[src/design/csem_pkg.sv]
// Shared types, constants and helper functions for the counting semaphore table.
// Used by csem_name_ram users, csem_ctrl, counting_semaphore_table and csem_checker.
// Depends on nothing.
package csem_pkg;

    // Table sizing.
    localparam int NUM_SEMS    = 32;
    localparam int NAME_BYTES  = 32;
    localparam int COUNT_BITS  = 16;
    localparam int WAITER_BITS = 8;

    localparam int SLOT_W     = (NUM_SEMS > 1) ? $clog2(NUM_SEMS) : 1;
    localparam int NAME_WORDS = 4;
    localparam int WORD_W     = 2;
    localparam int RAM_DEPTH  = NUM_SEMS * NAME_WORDS;
    localparam int RAM_AW     = SLOT_W + WORD_W;

    // Fixed field widths of the stream words.
    localparam int FUNC_W   = 2;
    localparam int ID_W     = 5;
    localparam int NWORD_W  = 64;
    localparam int LEN_W    = 6;
    localparam int INIT_W   = 16;
    localparam int STATUS_W = 3;

    localparam int IN_BITS   = ID_W + NAME_WORDS * NWORD_W + LEN_W + INIT_W;
    localparam int IN_DATA_W = ((IN_BITS + 7) / 8) * 8;
    localparam int OUT_BITS  = STATUS_W + ID_W + 2;
    localparam int OUT_DATA_W = ((OUT_BITS + 7) / 8) * 8;

    localparam longint unsigned COUNT_MAX_L = (64'd1 << COUNT_BITS) - 64'd1;

    // Operation codes.
    localparam logic [FUNC_W-1:0] FN_OPEN    = 2'd0;
    localparam logic [FUNC_W-1:0] FN_ACQUIRE = 2'd1;
    localparam logic [FUNC_W-1:0] FN_RELEASE = 2'd2;
    localparam logic [FUNC_W-1:0] FN_CLOSE   = 2'd3;

    // Status codes.
    localparam logic [STATUS_W-1:0] ST_OK       = 3'd0;
    localparam logic [STATUS_W-1:0] ST_BLOCKED  = 3'd1;
    localparam logic [STATUS_W-1:0] ST_BAD_ID   = 3'd2;
    localparam logic [STATUS_W-1:0] ST_FULL     = 3'd3;
    localparam logic [STATUS_W-1:0] ST_OVERFLOW = 3'd4;

    typedef logic [NAME_WORDS-1:0][NWORD_W-1:0] t_name;

    // One request word as unpacked from the input stream.
    typedef struct packed {
        logic [FUNC_W-1:0] func;
        logic [ID_W-1:0]   sem_id;
        t_name             name;
        logic [LEN_W-1:0]  name_length;
        logic [INIT_W-1:0] initial_count;
    } t_item;

    // One response word.
    typedef struct packed {
        logic          created;
        logic          woke_waiter;
        logic [ID_W-1:0] sem_id_out;
        logic [STATUS_W-1:0] status;
    } t_result;

    // Byte mask of one name word for a name of len bytes.
    function automatic logic [NWORD_W-1:0] word_mask(logic [LEN_W-1:0] len, int w);
        logic [NWORD_W-1:0] m;
        m = '0;
        for (int b = 0; b < 8; b++) begin
            if (7'(len) > 7'(w * 8 + b)) begin
                m[b*8 +: 8] = 8'hFF;
            end
        end
        return m;
    endfunction

endpackage

[src/design/csem_ctrl.sv]
// Sequencer of the semaphore table: holds the per-slot state and runs one
// request at a time, scanning names through a shared 64-bit word compare.
// Depends on csem_pkg; drives the name RAM ports of csem_name_ram.
module csem_ctrl (
    input  logic                       i_clk,
    input  logic                       i_rst_n,
    input  logic                       i_valid,
    output logic                       o_ready,
    input  csem_pkg::t_item            i_item,
    output logic                       o_res_valid,
    input  logic                       i_res_ready,
    output csem_pkg::t_result          o_res,
    output logic                       o_ram_we,
    output logic [csem_pkg::RAM_AW-1:0] o_ram_addr,
    output logic [csem_pkg::NWORD_W-1:0] o_ram_wdata,
    input  logic [csem_pkg::NWORD_W-1:0] i_ram_rdata
);
    import csem_pkg::*;

    localparam logic [2:0] S_IDLE  = 3'd0;
    localparam logic [2:0] S_SCAN  = 3'd1;
    localparam logic [2:0] S_CMP   = 3'd2;
    localparam logic [2:0] S_WRITE = 3'd3;
    localparam logic [2:0] S_EXEC  = 3'd4;
    localparam logic [2:0] S_DONE  = 3'd5;

    localparam logic [SLOT_W-1:0] LAST_SLOT = SLOT_W'(NUM_SEMS - 1);
    localparam logic [WORD_W-1:0] LAST_WORD = WORD_W'(NAME_WORDS - 1);
    localparam logic [COUNT_BITS-1:0] CNT_MAX = '1;
    localparam logic [WAITER_BITS-1:0] WAIT_MAX = '1;

    logic [2:0]        r_state, n_state;
    logic [SLOT_W-1:0] r_slot, n_slot;
    logic [WORD_W-1:0] r_word, n_word;
    logic              r_free_vld, n_free_vld;
    logic [SLOT_W-1:0] r_free_slot, n_free_slot;
    t_result           r_res, n_res;
    t_item             r_item;

    // Per-slot state.
    logic                   r_in_use [NUM_SEMS];
    logic [LEN_W-1:0]       r_len    [NUM_SEMS];
    logic [COUNT_BITS-1:0]  r_cnt    [NUM_SEMS];
    logic [WAITER_BITS-1:0] r_wait   [NUM_SEMS];

    // Request captured at accept: clamped length and masked name.
    logic [LEN_W-1:0] in_len;
    t_name            in_name;
    t_item            in_item;

    always_comb begin
        in_len = i_item.name_length;
        if (in_len > LEN_W'(NAME_BYTES)) begin
            in_len = LEN_W'(NAME_BYTES);
        end
        for (int w = 0; w < NAME_WORDS; w++) begin
            in_name[w] = i_item.name[w] & word_mask(in_len, w);
        end
        in_item             = i_item;
        in_item.name        = in_name;
        in_item.name_length = in_len;
    end

    // Lookups of the addressed slot.
    logic [SLOT_W-1:0]      id_idx;
    logic                   id_ok;
    logic                   slot_used;
    logic                   word_eq;
    logic                   init_sat;
    logic [COUNT_BITS-1:0]  init_cnt;

    assign id_idx    = SLOT_W'(r_item.sem_id);
    assign id_ok     = (32'(r_item.sem_id) < 32'(NUM_SEMS)) && r_in_use[id_idx];
    assign slot_used = r_in_use[r_slot];
    assign word_eq   = (i_ram_rdata == r_item.name[r_word]);
    assign init_sat  = (64'(r_item.initial_count) > COUNT_MAX_L);
    assign init_cnt  = init_sat ? CNT_MAX : COUNT_BITS'(r_item.initial_count);

    // Table update strobes.
    logic                   open_commit;
    logic                   cnt_we, wait_we, use_clr;
    logic [COUNT_BITS-1:0]  cnt_val;
    logic [WAITER_BITS-1:0] wait_val;
    logic                   no_match_end;
    logic                   have_free;
    logic [SLOT_W-1:0]      free_slot;

    // Sequencer next state and shared compare.
    always_comb begin
        n_state     = r_state;
        n_slot      = r_slot;
        n_word      = r_word;
        n_free_vld  = r_free_vld;
        n_free_slot = r_free_slot;
        n_res       = r_res;
        o_ram_we    = 1'b0;
        o_ram_addr  = {r_slot, r_word};
        o_ram_wdata = r_item.name[r_word];
        open_commit = 1'b0;
        cnt_we      = 1'b0;
        wait_we     = 1'b0;
        use_clr     = 1'b0;
        cnt_val     = r_cnt[id_idx];
        wait_val    = r_wait[id_idx];
        no_match_end = 1'b0;
        have_free   = r_free_vld;
        free_slot   = r_free_slot;

        case (r_state)
            S_IDLE: begin
                if (i_valid) begin
                    n_slot     = '0;
                    n_word     = '0;
                    n_free_vld = 1'b0;
                    n_res      = '{created: 1'b0, woke_waiter: 1'b0,
                                   sem_id_out: i_item.sem_id, status: ST_OK};
                    n_state    = (i_item.func == FN_OPEN) ? S_SCAN : S_EXEC;
                end
            end
            S_SCAN: begin
                if (slot_used && (r_len[r_slot] == r_item.name_length)) begin
                    // Candidate: start reading its first name word.
                    o_ram_addr = {r_slot, {WORD_W{1'b0}}};
                    n_word     = '0;
                    n_state    = S_CMP;
                end else begin
                    if (!slot_used && !r_free_vld) begin
                        n_free_vld  = 1'b1;
                        n_free_slot = r_slot;
                        have_free   = 1'b1;
                        free_slot   = r_slot;
                    end
                    if (r_slot == LAST_SLOT) begin
                        no_match_end = 1'b1;
                    end else begin
                        n_slot = r_slot + 1'b1;
                    end
                end
            end
            S_CMP: begin
                if (word_eq) begin
                    if (r_word == LAST_WORD) begin
                        n_res.sem_id_out = ID_W'(r_slot);
                        n_state = S_DONE;
                    end else begin
                        o_ram_addr = {r_slot, r_word + 1'b1};
                        n_word     = r_word + 1'b1;
                    end
                end else if (r_slot == LAST_SLOT) begin
                    no_match_end = 1'b1;
                end else begin
                    n_slot  = r_slot + 1'b1;
                    n_state = S_SCAN;
                end
            end
            S_WRITE: begin
                o_ram_we = 1'b1;
                n_word   = r_word + 1'b1;
                if (r_word == LAST_WORD) begin
                    open_commit      = 1'b1;
                    n_res.created    = 1'b1;
                    n_res.sem_id_out = ID_W'(r_slot);
                    n_res.status     = init_sat ? ST_OVERFLOW : ST_OK;
                    n_state          = S_DONE;
                end
            end
            S_EXEC: begin
                n_state = S_DONE;
                if (!id_ok) begin
                    n_res.status = ST_BAD_ID;
                end else begin
                    case (r_item.func)
                        FN_ACQUIRE: begin
                            if (r_cnt[id_idx] != '0) begin
                                cnt_we  = 1'b1;
                                cnt_val = r_cnt[id_idx] - 1'b1;
                            end else if (r_wait[id_idx] == WAIT_MAX) begin
                                n_res.status = ST_OVERFLOW;
                            end else begin
                                wait_we      = 1'b1;
                                wait_val     = r_wait[id_idx] + 1'b1;
                                n_res.status = ST_BLOCKED;
                            end
                        end
                        FN_RELEASE: begin
                            if (r_wait[id_idx] != '0) begin
                                wait_we           = 1'b1;
                                wait_val          = r_wait[id_idx] - 1'b1;
                                n_res.woke_waiter = 1'b1;
                            end else if (r_cnt[id_idx] == CNT_MAX) begin
                                n_res.status = ST_OVERFLOW;
                            end else begin
                                cnt_we  = 1'b1;
                                cnt_val = r_cnt[id_idx] + 1'b1;
                            end
                        end
                        FN_CLOSE: begin
                            use_clr  = 1'b1;
                            wait_we  = 1'b1;
                            wait_val = '0;
                        end
                        default: begin
                            n_res.status = ST_BAD_ID;
                        end
                    endcase
                end
            end
            S_DONE: begin
                if (i_res_ready) begin
                    n_state = S_IDLE;
                end
            end
            default: begin
                n_state = S_IDLE;
            end
        endcase

        // End of a scan with no name match: create in a free slot or report full.
        if (no_match_end) begin
            if (have_free) begin
                n_slot  = free_slot;
                n_word  = '0;
                n_state = S_WRITE;
            end else begin
                n_res.status = ST_FULL;
                n_state      = S_DONE;
            end
        end
    end

    // Control registers.
    always_ff @(posedge i_clk) begin
        if (!i_rst_n) begin
            r_state    <= S_IDLE;
            r_free_vld <= 1'b0;
        end else begin
            r_state    <= n_state;
            r_free_vld <= n_free_vld;
        end
    end

    // Working registers and request capture.
    always_ff @(posedge i_clk) begin
        r_slot      <= n_slot;
        r_word      <= n_word;
        r_free_slot <= n_free_slot;
        r_res       <= n_res;
        if (r_state == S_IDLE && i_valid) begin
            r_item <= in_item;
        end
    end

    // In-use flags clear at reset.
    always_ff @(posedge i_clk) begin
        if (!i_rst_n) begin
            for (int s = 0; s < NUM_SEMS; s++) begin
                r_in_use[s] <= 1'b0;
            end
        end else if (open_commit) begin
            r_in_use[r_slot] <= 1'b1;
        end else if (use_clr) begin
            r_in_use[id_idx] <= 1'b0;
        end
    end

    // Lengths, counts and waiter counts are written before use.
    always_ff @(posedge i_clk) begin
        if (open_commit) begin
            r_len[r_slot]  <= r_item.name_length;
            r_cnt[r_slot]  <= init_cnt;
            r_wait[r_slot] <= '0;
        end else begin
            if (cnt_we) begin
                r_cnt[id_idx] <= cnt_val;
            end
            if (wait_we) begin
                r_wait[id_idx] <= wait_val;
            end
        end
    end

    assign o_ready     = (r_state == S_IDLE);
    assign o_res_valid = (r_state == S_DONE);
    assign o_res       = r_res;

endmodule

[config.mk]
export PLATFORM = sky130hd
export DESIGN_NAME = csem_ctrl
export DESIGN_NICKNAME = d
export VERILOG_FILES = /design/src/design/csem_pkg.sv /design/src/design/csem_ctrl.sv
export SDC_FILE = /design/constraint.sdc
export NUM_CORES = 2
export LEC_CHECK = 0
export ABC_AREA = 1
export BUFFER_PORTS_ARGS = -buffer_cell sky130_fd_sc_hd__buf_2
export CORE_MARGIN = 3
export CORE_UTILIZATION = 39
export CTS_CLUSTER_SIZE = 10
export DETAILED_ROUTE_END_ITERATION = 8
export PLACE_DENSITY_LB_ADDON = 0.05
export RECOVER_POWER = 100
export SLEW_MARGIN = 15
export SYNTH_ARGS = -nofsm -noshare
export SYNTH_HDL_FRONTEND = slang
export SYNTH_SLANG_ARGS = --single-unit
[constraint.sdc]
create_clock -name i_clk -period 15.9 [get_ports i_clk]
set_input_delay 1.59 -clock i_clk [delete_from_list [all_inputs] [get_ports i_clk]]
set_output_delay 1.59 -clock i_clk [all_outputs]
set_load 0.05 [all_outputs]
==> out/metrics.json <==
{
  "gr-usage-all-layers": {"value": 25.3, "unit": "%"},
  "crit_path_cell_trace": {"value": "clkbuf_1 -> o21ai_0 -> o22ai_1 -> nor2_1 -> nor2_1 -> o21ai_0 -> nand2_1 -> nand2_1 -> nand2_1 -> inv_1 -> ha_1 -> nand2_1 -> nor2_1 -> nand2_1 -> nor2_1 -> nand2_1 -> nand2_1 -> nand2_1 -> nand2_1 -> nand2_1 -> nand3_1 -> nor2_1"},
  "cts_made_buffers": {"value": 154},
  "grt_pass1_vias": {"value": 42500},
  "power.switching_fraction": {"value": 41.6, "unit": "%"},
  "period_minus_slack": {"value": 11.21, "unit": "ns"},
  "numClockSinks": {"value": 1308},
  "fin_nets": {"value": 6784},
  "route.detailed.vias_per_inst": {"value": 5.15},
  "floorplan.die.width": {"value": 396, "unit": "um"},
  "max_freq": {"value": 89.2, "unit": "MHz"},
  "number_of_h_tree_levels": {"value": 4},
  "worstMarginPinSlew": {"value": 4.33, "unit": "ns"},
  "p_leak": {"value": 26.9, "unit": "nW"},
  "wl_per_cell": {"value": 23.9, "unit": "um"},
  "worst_slack": {"value": 4.69, "unit": "ns"},
  "yosys_most_used_dff": {"value": "edfxtp_1"},
  "yosys_warnings": {"value": 0},
  "maxSlewHeadroom": {"value": -188, "unit": "%"},
  "post_layout_nonfiller_instances": {"value": 8513},
  "run_status": {"value": "finished, violations left"},
  "die_area": {"value": 157000, "unit": "um^2"},
  "number_of_cells_after_detailed_placement": {"value": 8274},
  "vdd_ir_max": {"value": 108, "unit": "uV"},
  "share_clk_of_total_power": {"value": 26.3, "unit": "%"},
  "cell_with_the_largest_stage_delay_on_the_worst_path": {"value": "clkbuf_1"},
  "crit_fanout": {"value": 68},
  "layout_cell_share_with_drive_strength_beyond_1": {"value": 10.2, "unit": "%"},
  "synth.distinct_cells": {"value": 43},
  "rsz_0062_raised_after_global_routing": {"value": "no"},
  "wire_length_of_the_first_global_routing_pass": {"value": 294, "unit": "mm"},
  "detailedPlacementHpwl": {"value": 135, "unit": "mm"},
  "final.setup_skew": {"value": 0.0249, "unit": "ns"},
  "cts-root-to-sink-buffers": {"value": 3},
  "fillerInstances": {"value": 14700},
  "drc": {"value": 0},
  "worst_setup_path_start_kind": {"value": "register"},
  "place_ws": {"value": 8.83, "unit": "ns"},
  "cts.root.buffer_cell": {"value": "clkbuf_16"},
  "crit_top_cell": {"value": "nand2_1"},
  "flip_flop_and_latch_count_after_synthesis": {"value": 1308},
  "required": {"value": 16.28, "unit": "ns"},
  "layout_commonest_cell": {"value": "nand2_1"},
  "drt_iter0_markers": {"value": 3590},
  "gr-total-overflow": {"value": 0},
  "start_util": {"value": 39.5, "unit": "%"},
  "holdCritPathClass": {"value": "register to register"},
  "async_flop_share": {"value": 0, "unit": "%"},
  "comb_power_share": {"value": 37.2, "unit": "%"},
  "die-height": {"value": 396, "unit": "um"},
  "port_buffers": {"value": 436},
  "postLayoutCoreUtil": {"value": 44.8, "unit": "%"},
  "cts.clk_slew.worst_paths": {"value": 0.06, "unit": "ns"},
  "internal_power": {"value": 7.09, "unit": "mW"},
  "cts_hold_buf": {"value": 0},
  "sequentialPowerShare": {"value": 36.5, "unit": "%"},
  "cts_tree": {"value": "built"},
  "grt_antenna_before_repair": {"value": 33},
  "postSynthNetCount": {"value": 6386},
  "io-pin-count": {"value": 437},
  "timing.critical_path.arrival": {"value": 11.59, "unit": "ns"},
  "critical_path_class": {"value": "register to register"},
  "timing.final.hold_violations": {"value": 0},
  "cp_slowest_stage_delay": {"value": 2.71, "unit": "ns"},
  "detail_route.wirelength": {"value": 203, "unit": "mm"},
  "mapped_area": {"value": 59500, "unit": "um^2"},
  "switching_power": {"value": 5.06, "unit": "mW"},
  "totalNegativeSetupSlack": {"value": 0, "unit": "ns"},
  "syn_avg_cell_area": {"value": 9.89, "unit": "um^2"},
  "clock_latency": {"value": 0.79, "unit": "ns"},
  "core": {"value": 151000, "unit": "um^2"},
  "worstPathBufferInverterCount": {"value": 2},
  "power_per_cell_area": {"value": 180, "unit": "nW/um^2"},
  "max-cap-violations": {"value": 26},
  "crit_end_element": {"value": "register"},
  "grt_max_degree": {"value": 185},
  "synth_cells": {"value": 6016},
  "cts_setup_buffers": {"value": 0},
  "final.period_utilization": {"value": 70.5, "unit": "%"},
  "maxSlewViolCount": {"value": 967},
  "postCtsResizedCells": {"value": 0},
  "vias": {"value": 43800},
  "failed_checks": {"value": "max-capacitance violations, max-slew violations"},
  "area_growth_syn_to_layout": {"value": 13.6, "unit": "%"},
  "gpl.final_weighted_congestion": {"value": 0.918},
  "most_frequent_cells_in_the_layout": {"value": "nand2_1 (1817), edfxtp_1 (1252), nand3_1 (850)"},
  "setup_viol_count_final": {"value": 0},
  "synth-seq-area-share": {"value": 65.1, "unit": "%"},
  "antenna_violating_nets_post_route": {"value": 0},
  "first_pass_iters": {"value": 5},
  "synth-edff-count": {"value": 1252},
  "floorplan.rows": {"value": 142},
  "timing.critical_path.max_delay_family": {"value": "simple AND/OR/NAND/NOR gates"}
}
==> cell usage after synthesis (all sizes together), types with 3 or more instances <==
master | number | area share (%)
nor2 | 716 | 4.8
clkinv | 3 | 0.019
o22ai | 46 | 0.48
clkbuf | 88 | 0.56
nand4 | 31 | 0.33
a21oi | 44 | 0.37
o221ai | 20 | 0.29
xnor2 | 13 | 0.19
xor2 | 54 | 0.80
o211ai | 4 | 0.050
nand3 | 860 | 7.4
o21ai | 244 | 2.1
nand2 | 1826 | 12
ha | 17 | 0.36
nor3 | 18 | 0.15
edfxtp | 1252 | 63
dfxtp | 56 | 1.9
inv | 502 | 3.2
buf | 199 | 2.0
a31oi | 5 | 0.053
nand3b | 3 | 0.038
or2 | 9 | 0.095
==> tightest hold or removal path: cells and delay by family (launching register included) <==
kind,cells,cell delay (ns)
buffers and inverters,1,0.06
AO/OA/AOI/OAI,1,0.05
flip-flops,1,0.31
==> state kept, by name, indices dropped and copies added, names as in the netlist, named ones only <==
name	count
r_state	3
r_word	2
init_cnt	16
r_len	192
r_wait	256
o_res	10
r_item	264
r_slot	5
r_free_slot	5
r_free_vld	1
id_idx	5
r_in_use	32
r_cnt	512
==> area by class of cell <==
type,instances,area [um^2],area share (%)
Sequential cell,1308,38700,57.3
Multi-Input combinational cell,3916,17300,25.7
Clock buffer,208,4160,6.16
Timing Repair Buffer,529,2610,3.87
Tap cell,2016,2520,3.73
Inverter,505,1920,2.85
Clock inverter,21,234,0.346
Antenna cell,10,25.0,0.0370
==> metal layers <==
metal	global-route usage, %	vias up	share of wire (%)
met3	4.24	286	5.8
met5	0	-	0.072
met2	41.6	1357	48
met1	34.4	21300	43
met4	7.80	22	2.9
li1	-	20900	-
==> logic make-up (layout without fill, tap and decap cells) <==
group	count (synthesis)	in the layout	synth area share, %
AND/OR/NAND/NOR	3464	3464	24.4
flip-flops	1308	1308	65.1
buffers and inverters	792	1263	5.73
AO/OA/AOI/OAI	368	368	3.44
XOR/XNOR	67	67	0.987
adder cells (fa/ha/maj)	17	17	0.358
other	0	10	0
==> metrics by stage <==
step	hold WS (ns)	instance area, um^2	power [mW]
after floorplan	0.412	59500	7.48
after global placement	0.433	63600	9.09
after detailed placement	0.434	63600	9.07
after CTS	0.447	68000	12.3
after global routing	0.511	67500	12.8
final	0.446	67600	12.2
==> power groups by stage <==
| stage | registers [mW] | clock network, mW | logic [mW] |
|---|---|---|---|
| finish | 4.43 | 3.20 | 4.52 |
| global route | 4.46 | 3.40 | 4.95 |
| floorplan | 4.47 | 0 | 3.02 |
| CTS | 4.40 | 3.27 | 4.62 |
| global placement | 4.47 | 0 | 4.62 |
| detailed placement | 4.47 | 0 | 4.60 |
==> worst paths after layout <==
kind | from | end | slack [ns] | cells past startpoint
hold reg to reg | r_free_slot[4] | r_free_slot[4] | 0.45 | 2
setup reg to reg | register | r_cnt[13][13] | 4.69 | 22
hold / removal | r_free_slot[4] | r_free_slot[4] | 0.45 | 2
setup / recovery | register | r_cnt[13][13] | 4.69 | 22
Power figures use the tool's default switching activity.
